**config.mk**
```make
export PLATFORM = sky130hd
export DESIGN_NAME = square_wave_tone_generator
export DESIGN_NICKNAME = d
export VERILOG_FILES = /design/src/rtl/swtg_pkg.sv /design/src/rtl/swtg_ctrl.sv /design/src/rtl/swtg_dp.sv /design/src/rtl/square_wave_tone_generator.sv
export SDC_FILE = /design/constraint.sdc
export NUM_CORES = 1
export LEC_CHECK = 0
export ABC_AREA = 1
export BUFFER_PORTS_ARGS = -buffer_cell sky130_fd_sc_hd__buf_2
export CELL_PAD_IN_SITES_DETAIL_PLACEMENT = 1
export CELL_PAD_IN_SITES_GLOBAL_PLACEMENT = 2
export CORE_MARGIN = 2
export CORE_UTILIZATION = 41
export CTS_BUF_LIST = sky130_fd_sc_hd__clkbuf_16
export DETAILED_ROUTE_END_ITERATION = 16
export PLACE_DENSITY_LB_ADDON = 0.1
export REMOVE_ABC_BUFFERS = 1
export SLEW_MARGIN = 5
export SYNTH_ARGS = -nofsm -noshare
export SYNTH_HDL_FRONTEND = slang
export SYNTH_SLANG_ARGS = --single-unit
export TNS_END_PERCENT = 100
```
**constraint.sdc**
```tcl
create_clock -name clock -period 7.1 [get_ports clock]
set_clock_uncertainty 0.1 [all_clocks]
set_input_delay 0.355 -clock clock [delete_from_list [all_inputs] [get_ports clock]]
set_output_delay 0.355 -clock clock [all_outputs]
set_load 0.02 [all_outputs]
```
**src/rtl/swtg_pkg.sv**
```systemverilog
package swtg_pkg;

   localparam int AMPLITUDE = 8000;

   localparam int RATE_WIDTH  = 18;
   localparam int VOL_WIDTH   = 7;
   localparam int FREQ_WIDTH  = 16;
   localparam int MS_WIDTH    = 16;
   localparam int HP_WIDTH    = 17;
   localparam int LEFT_WIDTH  = 21;
   localparam int LEVEL_WIDTH = 15;
   localparam int SAMPLE_WIDTH = 16;

   localparam int VOL_MAX     = 100;
   localparam int VOL_SPAN    = 1 << VOL_WIDTH;
   localparam int LONGEST_MS  = 10000;
   localparam int MS_CL_WIDTH = 14;
   localparam int RATE_KHZ_DIV = 1000;
   localparam int KHZ_WIDTH   = 9;
   localparam int PROD_WIDTH  = KHZ_WIDTH + MS_CL_WIDTH;

   // rate / 1000 as (rate * ceil(2^28 / 1000)) >> 28, exact over every 18-bit rate
   localparam int KHZ_SHIFT      = 28;
   localparam int RECIP_WIDTH    = 19;
   localparam int KHZ_PROD_WIDTH = RATE_WIDTH + RECIP_WIDTH;
   localparam logic [RECIP_WIDTH-1:0] KHZ_RECIP = RECIP_WIDTH'(268436);

   localparam logic [RATE_WIDTH-1:0] RATE_RESET = RATE_WIDTH'(16000);
   localparam logic [VOL_WIDTH-1:0]  VOL_RESET  = VOL_WIDTH'(VOL_MAX);
   localparam logic [LEFT_WIDTH-1:0] LEFT_MAX   = '1;

   // one quotient bit per step over the whole sample rate word
   localparam int DIV_STEPS     = RATE_WIDTH;
   localparam int DIV_CNT_WIDTH = $clog2(DIV_STEPS);

   typedef enum logic [1:0] {
      OP_START  = 2'd0,
      OP_SAMPLE = 2'd1,
      OP_STOP   = 2'd2
   } op_type;

   typedef enum logic {
      CSR_SAMPLE_RATE = 1'b0,
      CSR_VOLUME      = 1'b1
   } csr_index_type;

   typedef enum logic [2:0] {
      ST_IDLE,
      ST_DIV_HP,
      ST_SET_KHZ,
      ST_FINISH
   } swtg_state_type;

   typedef struct packed {
      logic sample;      // produce one sample into the output register
      logic clear_left;  // end the tone
      logic load_tone;   // latch operands, start half period divide
      logic load_khz;    // keep half period, latch sample rate in kHz
      logic div_step;
      logic finish;      // commit the new tone
   } swtg_cmd_type;

   typedef struct packed {
      logic start_null;
      logic div_last;
   } swtg_status_type;

   typedef logic [LEVEL_WIDTH-1:0] level_table_type [0:VOL_SPAN-1];

   function automatic level_table_type build_levels();
      level_table_type t;
      int v;
      for (int i = 0; i < VOL_SPAN; i++) begin
         v = (i > VOL_MAX) ? VOL_MAX : i;
         t[i] = LEVEL_WIDTH'((AMPLITUDE * v) / VOL_MAX);
      end
      return t;
   endfunction

   localparam level_table_type LEVEL_TABLE = build_levels();

endpackage

```
**src/rtl/swtg_ctrl.sv**
```systemverilog
module swtg_ctrl
   import swtg_pkg::*;
(
   input  logic            clock,
   input  logic            reset,
   input  logic            req_valid,
   input  logic [1:0]      req_op,
   output logic            req_ready,
   output logic            rsp_valid,
   input  logic            rsp_ready,
   input  swtg_status_type status,
   output swtg_cmd_type    cmd
);

   swtg_state_type state_ff, state_in;
   logic           rsp_valid_ff, rsp_valid_in;
   logic           accept;
   op_type         op;

   assign op        = op_type'(req_op);
   assign req_ready = (state_ff == ST_IDLE) && (!rsp_valid_ff || rsp_ready);
   assign accept    = req_valid && req_ready;
   assign rsp_valid = rsp_valid_ff;

   always_comb begin
      state_in = state_ff;
      unique case (state_ff)
         ST_IDLE: begin
            if (accept && op == OP_START && !status.start_null) begin
               state_in = ST_DIV_HP;
            end
         end
         ST_DIV_HP: begin
            if (status.div_last) begin
               state_in = ST_SET_KHZ;
            end
         end
         ST_SET_KHZ: state_in = ST_FINISH;
         ST_FINISH:  state_in = ST_IDLE;
         default:    state_in = ST_IDLE;
      endcase
   end

   always_comb begin
      cmd = '0;
      unique case (state_ff)
         ST_IDLE: begin
            if (accept) begin
               case (op)
                  OP_SAMPLE: cmd.sample = 1'b1;
                  OP_STOP:   cmd.clear_left = 1'b1;
                  OP_START: begin
                     cmd.clear_left = status.start_null;
                     cmd.load_tone  = !status.start_null;
                  end
                  default: ;
               endcase
            end
         end
         ST_DIV_HP:  cmd.div_step = 1'b1;
         ST_SET_KHZ: cmd.load_khz = 1'b1;
         ST_FINISH:  cmd.finish   = 1'b1;
         default: ;
      endcase
   end

   always_comb begin
      rsp_valid_in = rsp_valid_ff && !rsp_ready;
      if (cmd.sample) begin
         rsp_valid_in = 1'b1;
      end
   end

   always_ff @(posedge clock) begin
      if (reset) begin
         state_ff     <= ST_IDLE;
         rsp_valid_ff <= 1'b0;
      end else begin
         state_ff     <= state_in;
         rsp_valid_ff <= rsp_valid_in;
      end
   end

endmodule

```
**src/rtl/swtg_dp.sv**
```systemverilog
module swtg_dp
   import swtg_pkg::*;
(
   input  logic                    clock,
   input  logic                    reset,
   input  logic                    csr_write_enable,
   input  logic                    csr_index,
   input  logic [RATE_WIDTH-1:0]   csr_write_data,
   input  logic [FREQ_WIDTH-1:0]   req_frequency_hz,
   input  logic [MS_WIDTH-1:0]     req_duration_ms,
   input  swtg_cmd_type            cmd,
   output swtg_status_type         status,
   output logic [SAMPLE_WIDTH-1:0] rsp_sample_value,
   output logic                    rsp_active
);

   // configuration
   logic [RATE_WIDTH-1:0] rate_ff;
   logic [VOL_WIDTH-1:0]  vol_ff, vol_in;

   // tone state
   logic [HP_WIDTH-1:0]   half_period_ff, half_period_in;
   logic [HP_WIDTH-1:0]   phase_ff, phase_in;
   logic                  level_high_ff, level_high_in;
   logic [LEFT_WIDTH-1:0] left_ff, left_in;

   // start operands and divider
   logic [MS_CL_WIDTH-1:0]   ms_ff;
   logic                     hp_one_ff;
   logic [KHZ_WIDTH-1:0]     khz_ff;
   logic [RATE_WIDTH-1:0]    quo_ff, quo_in;
   logic [HP_WIDTH-1:0]      rem_ff, rem_in;
   logic [HP_WIDTH-1:0]      divisor_ff, divisor_in;
   logic [DIV_CNT_WIDTH-1:0] cnt_ff, cnt_in;

   // output payload
   logic [SAMPLE_WIDTH-1:0] sample_ff, sample_in;
   logic                    active_ff, active_in;

   logic [HP_WIDTH-1:0]    highest;
   logic [FREQ_WIDTH-1:0]  freq_cl;
   logic [MS_CL_WIDTH-1:0] ms_cl;
   logic [HP_WIDTH:0]      rem_sh;
   logic [HP_WIDTH:0]      rem_diff;
   logic                   fits;
   logic [KHZ_PROD_WIDTH-1:0] khz_prod;
   logic [PROD_WIDTH-1:0]  product;
   logic [HP_WIDTH-1:0]    phase_inc;
   logic [LEVEL_WIDTH-1:0] level;
   logic [SAMPLE_WIDTH-1:0] level_ext;

   assign status.start_null = (req_frequency_hz == '0) || (req_duration_ms == '0)
                              || (rate_ff == '0);
   assign status.div_last   = (cnt_ff == DIV_CNT_WIDTH'(DIV_STEPS - 1));

   assign highest = rate_ff[RATE_WIDTH-1:1];
   assign freq_cl = ({1'b0, req_frequency_hz} > highest) ? highest[FREQ_WIDTH-1:0]
                                                         : req_frequency_hz;
   assign ms_cl   = (req_duration_ms > MS_WIDTH'(LONGEST_MS)) ? MS_CL_WIDTH'(LONGEST_MS)
                                                             : req_duration_ms[MS_CL_WIDTH-1:0];

   // restoring divide, one quotient bit a step
   assign rem_sh   = {rem_ff, quo_ff[RATE_WIDTH-1]};
   assign rem_diff = rem_sh - {1'b0, divisor_ff};
   assign fits     = rem_sh >= {1'b0, divisor_ff};

   assign khz_prod  = rate_ff * KHZ_RECIP;
   assign product   = khz_ff * ms_ff;
   assign phase_inc = phase_ff + 1'b1;
   assign level     = LEVEL_TABLE[vol_ff];
   assign level_ext = {1'b0, level};

   always_comb begin
      vol_in = vol_ff;
      if (csr_write_enable && csr_index_type'(csr_index) == CSR_VOLUME) begin
         vol_in = (csr_write_data[VOL_WIDTH-1:0] > VOL_WIDTH'(VOL_MAX))
                  ? VOL_WIDTH'(VOL_MAX) : csr_write_data[VOL_WIDTH-1:0];
      end
   end

   always_comb begin
      quo_in     = quo_ff;
      rem_in     = rem_ff;
      divisor_in = divisor_ff;
      cnt_in     = cnt_ff;
      if (cmd.load_tone) begin
         quo_in     = rate_ff;
         rem_in     = '0;
         divisor_in = {freq_cl, 1'b0};
         cnt_in     = '0;
      end else if (cmd.div_step) begin
         quo_in = {quo_ff[RATE_WIDTH-2:0], fits};
         rem_in = fits ? rem_diff[HP_WIDTH-1:0] : rem_sh[HP_WIDTH-1:0];
         cnt_in = cnt_ff + 1'b1;
      end
   end

   always_comb begin
      half_period_in = half_period_ff;
      phase_in       = phase_ff;
      level_high_in  = level_high_ff;
      left_in        = left_ff;
      sample_in      = sample_ff;
      active_in      = active_ff;
      if (cmd.clear_left) begin
         left_in = '0;
      end
      if (cmd.load_khz) begin
         // a frequency that clamps to zero gives the shortest half period
         half_period_in = hp_one_ff ? HP_WIDTH'(1) : quo_ff[HP_WIDTH-1:0];
      end
      if (cmd.finish) begin
         phase_in      = '0;
         level_high_in = 1'b1;
         left_in       = (product > PROD_WIDTH'(LEFT_MAX)) ? LEFT_MAX
                                                           : product[LEFT_WIDTH-1:0];
      end
      if (cmd.sample) begin
         if (left_ff == '0) begin
            sample_in = '0;
            active_in = 1'b0;
         end else begin
            sample_in = level_high_ff ? level_ext : (SAMPLE_WIDTH'(0) - level_ext);
            active_in = 1'b1;
            left_in   = left_ff - 1'b1;
            if (phase_inc >= half_period_ff) begin
               phase_in      = '0;
               level_high_in = !level_high_ff;
            end else begin
               phase_in = phase_inc;
            end
         end
      end
   end

   always_ff @(posedge clock) begin
      if (reset) begin
         rate_ff        <= RATE_RESET;
         vol_ff         <= VOL_RESET;
         half_period_ff <= '0;
         phase_ff       <= '0;
         level_high_ff  <= 1'b0;
         left_ff        <= '0;
         cnt_ff         <= '0;
      end else begin
         if (csr_write_enable && csr_index_type'(csr_index) == CSR_SAMPLE_RATE) begin
            rate_ff <= csr_write_data;
         end
         vol_ff         <= vol_in;
         half_period_ff <= half_period_in;
         phase_ff       <= phase_in;
         level_high_ff  <= level_high_in;
         left_ff        <= left_in;
         cnt_ff         <= cnt_in;
      end
   end

   always_ff @(posedge clock) begin
      if (cmd.load_tone) begin
         ms_ff     <= ms_cl;
         hp_one_ff <= (freq_cl == '0);
      end
      if (cmd.load_khz) begin
         khz_ff <= khz_prod[KHZ_SHIFT +: KHZ_WIDTH];
      end
      quo_ff     <= quo_in;
      rem_ff     <= rem_in;
      divisor_ff <= divisor_in;
      sample_ff  <= sample_in;
      active_ff  <= active_in;
   end

   assign rsp_sample_value = sample_ff;
   assign rsp_active       = active_ff;

endmodule

```
**src/rtl/square_wave_tone_generator.sv**
```systemverilog
// channel   direction  handshake                    payload
// req       in         req_valid / req_ready        req_op, req_frequency_hz, req_duration_ms
// rsp       out        rsp_valid / rsp_ready        rsp_sample_value, rsp_active
// csr       in         csr_write_enable             csr_index, csr_write_data
//
// Sample and stop items are carried out as they are accepted; a sample item can
// be taken every cycle while the output register drains. A start item with
// nonzero operands and sample rate holds req_ready low through the bit-serial
// half period divide, a step that latches the half period and the sample rate
// in kHz, and a commit step. Synchronous reset: idle tone, 16000 Hz, 100 % volume.
// A pending result holds in the output register while rsp_ready is low.
module square_wave_tone_generator
   import swtg_pkg::*;
(
   input  logic                    clock,
   input  logic                    reset,
   input  logic                    csr_write_enable,
   input  logic                    csr_index,
   input  logic [RATE_WIDTH-1:0]   csr_write_data,
   input  logic                    req_valid,
   output logic                    req_ready,
   input  logic [1:0]              req_op,
   input  logic [FREQ_WIDTH-1:0]   req_frequency_hz,
   input  logic [MS_WIDTH-1:0]     req_duration_ms,
   output logic                    rsp_valid,
   input  logic                    rsp_ready,
   output logic [SAMPLE_WIDTH-1:0] rsp_sample_value,
   output logic                    rsp_active
);

   swtg_cmd_type    cmd;
   swtg_status_type status;

   swtg_ctrl u_ctrl (
      .clock     (clock),
      .reset     (reset),
      .req_valid (req_valid),
      .req_op    (req_op),
      .req_ready (req_ready),
      .rsp_valid (rsp_valid),
      .rsp_ready (rsp_ready),
      .status    (status),
      .cmd       (cmd)
   );

   swtg_dp u_dp (
      .clock            (clock),
      .reset            (reset),
      .csr_write_enable (csr_write_enable),
      .csr_index        (csr_index),
      .csr_write_data   (csr_write_data),
      .req_frequency_hz (req_frequency_hz),
      .req_duration_ms  (req_duration_ms),
      .cmd              (cmd),
      .status           (status),
      .rsp_sample_value (rsp_sample_value),
      .rsp_active       (rsp_active)
   );

endmodule
```
==> results_dict.tcl, run 1 <==
set metrics [dict create \
    ys_ff_latch 177 \
    grt_pass1_wl_um 96500 \
    drt_iter0_markers 699 \
    clkLatencyLatePin_ps 510 \
    fin_nets 3137 \
    design_area_um2 20900 \
    period_minus_slack_ps 5470 \
    drive_gt1_frac 0.0489 \
    cts_buffer_depth 2 \
    portBuffers 72 \
    holdPathEnd "u_dp.vol_ff[5]$_SDFFE_PP1P_" \
    synth_ff_type "dfxtp_1" \
    num_vias 17000 \
    gp_congestion 0.876 \
    crit_type "flip-flop to flip-flop" \
    die_y_um 221 \
    drtPass1Iterations 5 \
    cap_violations 0 \
    cts_sinks 177 \
    wl_um 59700 \
    die_width_um 221 \
    crit_arrival_ps 5810 \
    status "finished clean" \
    r2r_end "u_dp.left_ff[5]$_SDFF_PP0_" \
    yosysSeqAreaShare 0.220 \
    wl_per_cell_um 18.0 \
    antenna_found_initial 0 \
    finalHoldViolations 0 \
    fmax_ghz 0.183 \
    synth_area_um2 19300 \
    setup_violations 0 \
    min_path_cells 3 \
    grt_pass1_vias 18300 \
    worstMarginPinSlew_ps 1170 \
    layout_common_cells "nand2_1, inv_1, ha_1, nor2_1, a21oi_1" \
    path_max_fanout 21 \
    ant_nets 0 \
    syn_to_final_growth_pct 8.00 \
    cts_tree "built" \
    rr_startpoint "u_dp.khz_ff[7]$_DFFE_PP_" \
    initial_core_util 0.415 \
    placed_area_um2 20100 \
    post-route-period-util 0.770 \
    hold_path.class "primary input to flip-flop" \
    critPathCaptureType "flip-flop" \
    nFillCells 5953 \
    fp-row-count 79 \
    final_common_cell "nand2_1" \
    n_antenna_cell 0 \
    async_reset_ff_frac 0 \
    ioPinCount 77 \
    grt_setup_unrepaired "false" \
    grt.overflow.total 0 \
    cts_buffers 17 \
    cp-start-kind "flip-flop" \
    clk_pin_slew_ps 90 \
    crit_required_ps 7440 \
    synth_area_per_cell_um2 7.28 \
    grt_max_degree 48 \
    htreeDepth 4 \
    slew_headroom 0.220 \
    viasPerCell 5.14 \
    synth_edf_count 71 \
    finalMaxSlewViolations 0 \
    r2r_setup_slack_ps 1630 \
    rr_worst_depth 20 \
    hpwl_um 48300 \
    die_area_um2 48900 \
    tns_ps 0 \
    synth_cell_type_count 48 \
    drc 0 \
    grt_util_all_layers 0.249 \
    netlist_instances 2654 \
    yosysWarningCount 0 \
    finish.utilization 0.448 \
    root_buffer "clkbuf_16" \
    core_area_um2 46600 \
    hp-start "csr_write_data[5]" \
]
[repair_timing]
action / in CTS / in global routing
buffers inserted: 0 / 0
setup endpoints to repair: 0 / 0
hold buffers: 7 / 0
endpoints found under the hold margin: 7 / 0
resized for setup: 0 / 0
[layout make-up]
cell class                      instances  area (um2)  share of cell area
Sequential cell                       177        4250               0.204
Inverter                              587        2200               0.106
Multi-Input combinational cell       1820       12500               0.600
Tap cell                              607         759              0.0364
Clock inverter                         15         224              0.0107
Clock buffer                           17         425              0.0204
Timing Repair Buffer                   86         483              0.0231
[layer usage]
| layer | GRT usage | share of wire |
|---|---|---|
| met1 | 0.312 | 0.45 |
| met4 | 0.0795 | 0.026 |
| met2 | 0.448 | 0.50 |
| met5 | 0 | 0 |
| met3 | 0.0274 | 0.023 |
[Yosys cell counts, types with 8 or more instances]
master | n | area, um2
nand4_1 | 36 | 225
nor4_1 | 8 | 50.1
xor2_1 | 37 | 324
xnor2_1 | 13 | 114
nor3_1 | 33 | 165
o21ai_1 | 30 | 150
a21o_1 | 12 | 90.1
edfxtp_1 | 71 | 2130
inv_1 | 579 | 2170
nand3_1 | 102 | 510
fa_1 | 132 | 2640
clkbuf_1 | 48 | 180
o21ai_0 | 96 | 480
nand2_1 | 633 | 2380
a21oi_1 | 134 | 671
ha_1 | 258 | 3230
nor2_1 | 191 | 717
o21a_1 | 10 | 75.1
o211ai_1 | 24 | 180
buf_2 | 13 | 65.1
dfxtp_1 | 106 | 2120
a31oi_1 | 17 | 106
[critical path: stages (launching register included)]
cell and delay, ps:
edfxtp_1 740, nand2_1 160, fa_1 540, fa_1 550, inv_1 50, fa_1 520, inv_1 50, fa_1 570
inv_1 50, ha_1 350, a21oi_1 220, o21ai_0 140, nand2_1 100, nand2_1 50, nand2_1 90, nand3_1 80
nand2_1 70, nand2_1 490, nand3_1 230, nand2_1 80, a21oi_1 180
[flip-flops by register name, indices dropped and copies added, names as in the netlist]
| signal | flops |
|---|---|
| u_dp.left_ff | 21 |
| u_dp.quo_ff | 18 |
| u_dp.rate_ff | 18 |
| u_dp.half_period_ff | 17 |
| u_dp.phase_ff | 17 |
| u_dp.rem_ff | 17 |
| u_dp.divisor_ff | 16 |
| u_dp.ms_ff | 14 |
| u_dp.rsp_sample_value | 12 |
| u_dp.khz_ff | 9 |
| u_dp.vol_ff | 7 |
| u_dp.cnt_ff | 5 |
| u_ctrl.state_ff | 2 |
| u_ctrl.rsp_valid | 1 |
| u_dp.hp_one_ff | 1 |
| u_dp.level_high_ff | 1 |
| u_dp.rsp_active | 1 |
[worst max path at each step]
| stage | slack, ps | to | start |
|---|---|---|---|
| floorplan | 2440 | u_dp.left_ff[10]$_SDFF_PP0_ | u_dp.khz_ff[8]$_DFFE_PP_ |
| finish | 1630 | u_dp.left_ff[5]$_SDFF_PP0_ | u_dp.khz_ff[7]$_DFFE_PP_ |
| CTS | 1570 | u_dp.left_ff[5]$_SDFF_PP0_ | u_dp.khz_ff[7]$_DFFE_PP_ |
| detailed placement | 1590 | u_dp.left_ff[9]$_SDFF_PP0_ | u_dp.khz_ff[7]$_DFFE_PP_ |
| global placement | 1750 | u_dp.left_ff[8]$_SDFF_PP0_ | u_dp.khz_ff[8]$_DFFE_PP_ |
| global route | 1150 | u_dp.left_ff[13]$_SDFF_PP0_ | u_dp.khz_ff[8]$_DFFE_PP_ |
[cells by family after synthesis]
group / after synthesis / share of synthesized area
AOI/OAI and AO/OA: 347 / 0.100
xor gates and xnor gates: 50 / 0.0227
adders and majority gates: 390 / 0.304
buffers and inverters: 660 / 0.133
DFF: 177 / 0.220
other: 1 / 0.000194
and+or+nand+nor: 1029 / 0.220
[through the flow]
step | worst slack [ps] | instances | hold slack [ps]
global route | 1150 | 3309 | 35.7
floorplan | 2440 | 2584 | 324
detailed placement | 1590 | 3270 | 360
finish | 1630 | 3309 | 24.3
CTS | 1570 | 3309 | 0.535
global placement | 1750 | 3270 | 356
Power of run 1 is not shown: default switching activity piles up to over one toggle a cycle in this logic, so the estimate is an artifact.
==> run 2, diff against run 1 <==
Settings changed: CORE_UTILIZATION 41 to 34.
Clock period 7.1 ns to 4.6 ns, I/O delays scaled along.
==> results_dict.tcl, run 2 (same netlist as run 1, synthesis figures left out) <==
set metrics [dict create \
    multi_input_area_um2 13500 \
    cts_buffers 17 \
    clkLatencyLatePin_ps 500 \
    drtPass1Iterations 7 \
    htreeDepth 4 \
    grt_pass1_vias 19100 \
    hold_path.class "primary input to flip-flop" \
    nFillCells 6984 \
    viasPerCell 4.82 \
    wl_per_cell_um 17.3 \
    min_path_cells 5 \
    hpwl_um 51400 \
    finalMaxSlewViolations 0 \
    period_minus_slack_ps 4680 \
    cap_violations 0 \
    critPathCaptureType "flip-flop" \
    violations "negative setup slack" \
    tns_ps -1010 \
    crit_type "flip-flop to flip-flop" \
    crit_required_ps 4930 \
    cts_buffer_depth 2 \
    antenna_found_initial 1 \
    fp-row-count 87 \
    status "finished, violations left" \
    finish.utilization 0.423 \
    largest_register_ffs 21 \
    fmax_ghz 0.213 \
    cp_common_cell "inv_2" \
    top_register "u_dp.left_ff" \
    n_antenna_cell 0 \
    initial_core_util 0.343 \
    rr_startpoint "u_dp.khz_ff[8]$_DFFE_PP_" \
    pre_cts_slack_ps -297 \
    root_buffer "clkbuf_16" \
    drive_gt1_frac 0.171 \
    grt_pass1_wl_um 102000 \
    rr_worst_depth 23 \
    portBuffers 72 \
    path_max_fanout 5 \
    gp_congestion 0.856 \
    drt_iter0_markers 641 \
    cts_sinks 177 \
    crit_arrival_ps 5010 \
    r2r_setup_slack_ps -80 \
    post-route-period-util 1.02 \
    worstMarginPinSlew_ps 864 \
    r2r_end "u_dp.left_ff[19]$_SDFF_PP0_" \
    cts_tree "built" \
    die_area_um2 58800 \
    final_common_cell "nand2_1" \
    cpLargestDelayFamily "adder cells" \
    grt_util_all_layers 0.221 \
    hp-start "req_frequency_hz[11]" \
    ioPinCount 77 \
    slew_headroom 0.422 \
    drc 0 \
    clk_pin_slew_ps 80 \
    holdPathEnd "u_dp.divisor_ff[12]$_DFFE_PP_" \
    grt.overflow.total 0 \
    grt_max_degree 47 \
    fin_nets 3339 \
    ant_nets 0 \
    top_regs "u_dp.left_ff: 21 flops, u_dp.quo_ff: 18 flops, u_dp.rate_ff: 18 flops" \
    seqCellArea_um2 4270 \
    num_vias 17600 \
    critPathBufInv 8 \
    setup_slack_ps -84.4 \
    die_width_um 242 \
    core_area_um2 56300 \
    wl_um 63500 \
    finalHoldViolations 0 \
    grt_setup_unrepaired "true" \
    worst_path_largest_cell_delay_ps 580 \
    layout_common_cells "nand2_1, inv_1, ha_1, nor2_1, buf_4" \
    path_cells "nand2_1 -> inv_2 -> fa_1 -> inv_2 -> fa_1 -> inv_2 -> fa_1 -> inv_2 -> fa_1 -> inv_2 -> ha_4 -> nand2_4 -> inv_2 -> nand2_4 -> nor2_4 -> nand4_1 -> nand4_1 -> nand2_4 -> buf_12 -> buf_16 -> nand3_2 -> nand2_1 -> a21oi_2" \
    slowest_stage "fa_1" \
    setup_violations 21 \
    syn_to_final_growth_pct 23.3 \
    die_y_um 242 \
    cp-start-kind "flip-flop" \
]
[run 2: cell count changes in the layout (fill, tap and decap cells not counted), moves of 21 or more]
cell and delta:
ha_4 +28, nand3_1 -21, a21oi_1 -33, a21oi_2 +28, inv_1 -26, buf_4 +148
dlygate4sd3_1 +26, ha_1 -30, nand2_1 -37, inv_2 +26, nand2_2 +29
[run 2: how the worst max path moves through the flow]
stage | from | slack, ps | depth (start not counted) | endpoint
4_1_cts | u_dp.khz_ff[5]$_DFFE_PP_ | -40 | 22 | u_dp.left_ff[17]$_SDFF_PP0_
2_1_floorplan | u_dp.khz_ff[8]$_DFFE_PP_ | -60 | 22 | u_dp.left_ff[10]$_SDFF_PP0_
6_report | u_dp.khz_ff[8]$_DFFE_PP_ | -80 | 23 | u_dp.left_ff[19]$_SDFF_PP0_
3_5_place_dp | u_dp.khz_ff[6]$_DFFE_PP_ | -300 | 22 | u_dp.left_ff[9]$_SDFF_PP0_
3_3_place_gp | u_dp.rate_ff[12]$_SDFFE_PP1P_ | -260 | 18 | u_dp.khz_ff[1]$_DFFE_PP_
5_1_grt | u_dp.ms_ff[5]$_SDFFCE_PN0P_ | -280 | 24 | u_dp.left_ff[0]$_SDFF_PP0_
[run 2: routing by layer]
| layer | up-vias | GRT usage | share of wire |
|---|---|---|---|
| li1 | 8808 | - | - |
| met1 | 8631 | 0.279 | 0.46 |
| met2 | 142 | 0.392 | 0.49 |
| met3 | 65 | 0.0278 | 0.020 |
| met4 | 2 | 0.0657 | 0.024 |
| met5 | - | 0 | 0.00020 |
[run 2: final cells by class]
| type | instances | share of cell area |
|---|---|---|
| inverter | 587 | 0.0925 |
| timing repair buffer | 288 | 0.0978 |
| clock inverter | 15 | 0.00783 |
| multi-input combinational | 1820 | 0.565 |
| tap | 756 | 0.0397 |
| clock buffer | 17 | 0.0179 |
| sequential | 177 | 0.179 |
[run 2: metrics by stage]
| step | cells | hold slack [ps] | instance area [um2] |
|---|---|---|---|
| after floorplan | 2584 | 199 | 19000 |
| after global placement | 3564 | 350 | 21500 |
| after detailed placement | 3564 | 357 | 21500 |
| after CTS | 3653 | 38.6 | 23300 |
| after global routing | 3660 | 82.5 | 23800 |
| final | 3660 | 71.1 | 23800 |
[run 2: repair_timing]
action	CTS	global route
endpoints found under the setup margin	29	30
endpoints found under the hold margin	39	0
buffers inserted	18	7
hold buffers	33	0
gates cloned	6	0
pin swaps	69	91
gates resized for setup	121	123
[run 2: tightest hold or removal path, delay by kind of cell]
| family | cells | cell delay, ps |
|---|---|---|
| buffers and inverters | 3 | 200 |
| and+or+nand+nor | 2 | 140 |
Power of run 2 is left out for the same reason.
==> run 3, diff against run 2 <==
Settings changed: PLACE_DENSITY_LB_ADDON 0.1 to 0.05.
==> results_dict.tcl, run 3 (same netlist as run 1, synthesis figures left out) <==
set metrics [dict create \
    status "finished, violations left" \
    violations "negative setup slack" \
    post-route-period-util 1.02 \
    setup_violations 21 \
    clk_pin_slew_ps 80 \
    drive_gt1_frac 0.198 \
    die_area_um2 58800 \
    drc 0 \
    crit_required_ps 4860 \
    core_area_um2 56300 \
    setup_slack_ps -94.2 \
    cts_buffers 17 \
    slew_headroom 0.248 \
    syn_to_final_growth_pct 26.2 \
    crit_type "flip-flop to flip-flop" \
    final_common_cell "nand2_1" \
    htreeDepth 4 \
    period_minus_slack_ps 4690 \
    fp-row-count 87 \
    num_vias 17700 \
    clkLatencyLatePin_ps 490 \
    path_max_fanout 5 \
    layout_common_cells "nand2_1, inv_1, ha_1, buf_4, nor2_1" \
    grt_max_degree 47 \
    hold_path.class "primary input to flip-flop" \
    wl_per_cell_um 17.4 \
    grt_setup_unrepaired "true" \
    fmax_ghz 0.213 \
    die_y_um 242 \
    cts_sinks 177 \
    wl_um 64500 \
    crit_arrival_ps 4960 \
    worstMarginPinSlew_ps 1120 \
    grt_pass1_vias 19100 \
    finalMaxSlewViolations 0 \
    top_regs "u_dp.left_ff: 21 flops, u_dp.quo_ff: 18 flops, u_dp.rate_ff: 18 flops" \
    top_register "u_dp.left_ff" \
    cap_violations 0 \
    critPathCaptureType "flip-flop" \
    largest_register_ffs 21 \
    grt_pass1_wl_um 103000 \
    whs_ps 29.0 \
    n_antenna_cell 0 \
    ioPinCount 77 \
    initial_core_util 0.343 \
    drtPass1Iterations 5 \
    cp-start-kind "flip-flop" \
    portBuffers 72 \
    grt.overflow.total 0 \
    fin_nets 3378 \
    ant_nets 0 \
    cts_tree "built" \
    drt_iter0_markers 564 \
    die_width_um 242 \
    antenna_found_initial 0 \
    grt_util_all_layers 0.222 \
    hpwl_um 51200 \
    finish.utilization 0.433 \
    finalHoldViolations 0 \
    root_buffer "clkbuf_16" \
    viasPerCell 4.79 \
    cts_buffer_depth 2 \
    gp_congestion 0.819 \
]
==> run 3: changes by cell type in the layout (fill, tap and decap cells not counted), moves of 9 or more <==
| cell | before | now |
|---|---|---|
| nand2_2 | 31 | 42 |
| ha_4 | 28 | 38 |
| nand2_1 | 596 | 582 |
| ha_1 | 228 | 214 |
| fa_1 | 129 | 120 |
| buf_4 | 155 | 190 |
| fa_2 | 3 | 12 |
==> run 3: routing by layer <==
layer | global-route usage | vias up | share of wire
met2 | 0.412 | 149 | 0.52
met1 | 0.266 | 8619 | 0.44
li1 | - | 8881 | -
met4 | 0.0657 | 0 | 0.023
met3 | 0.0237 | 69 | 0.018
met5 | 0 | - | 0
==> run 3: final cells by class <==
cell class | instances | area (um2)
Timing Repair Buffer | 327 | 2650
Clock buffer | 18 | 450
Tap cell | 756 | 946
Fill cell | 6927 | 31900
Multi-Input combinational cell | 1820 | 13700
Sequential cell | 177 | 4280
Inverter | 587 | 2200
Clock inverter | 14 | 155
==> run 3: critical path, cell delays in order, from the launching register on <==
cell,delay (ps)
edfxtp_1,490
buf_6,190
nand2_4,50
inv_2,30
fa_1,530
fa_1,440
fa_1,540
inv_2,40
fa_2,560
inv_2,60
ha_4,250
a21oi_4,180
nand2_2,80
nand2_1,60
nand3_1,70
nand2_1,90
nand4_1,220
nand2_8,190
clkbuf_16,170
nand3_1,80
nand2_1,70
a21oi_1,60
==> run 3: what timing repair did <==
action                     4_1_cts  5_1_grt
cloned                           5        4
setup endpoints to repair       29       30
pin swaps                       16      153
buffers inserted                12       32
hold endpoints to repair        34        0
gates resized for setup        104      198
hold buffers                    32        0
==> run 3: metrics by stage <==
stage | area, um2 | setup WS, ps | setup TNS, ps | cells
after floorplan | 19000 | -63.2 | -1130 | 2584
after global placement | 21700 | -244 | -3840 | 3582
after detailed placement | 21700 | -296 | -5480 | 3582
after CTS | 23200 | -113 | -1710 | 3663
after global routing | 24400 | -286 | -5450 | 3699
final | 24400 | -94.2 | -989 | 3699
==> run 3: path summary, 6_finish.rpt <==
kind	depth (start not counted)	end	slack, ps	start
worst max-delay path	21	u_dp.left_ff[12]$_SDFF_PP0_	-90	u_dp.khz_ff[7]$_DFFE_PP_
worst min-delay path	3	u_dp.vol_ff[0]$_SDFFE_PP0P_	30	csr_write_data[0]
worst max register to register	21	u_dp.left_ff[12]$_SDFF_PP0_	-90	u_dp.khz_ff[7]$_DFFE_PP_
worst min register to register	2	u_dp.half_period_ff[8]$_SDFFE_PP0P_	370	u_dp.half_period_ff[8]$_SDFFE_PP0P_
Power of run 3 is left out for the same reason.
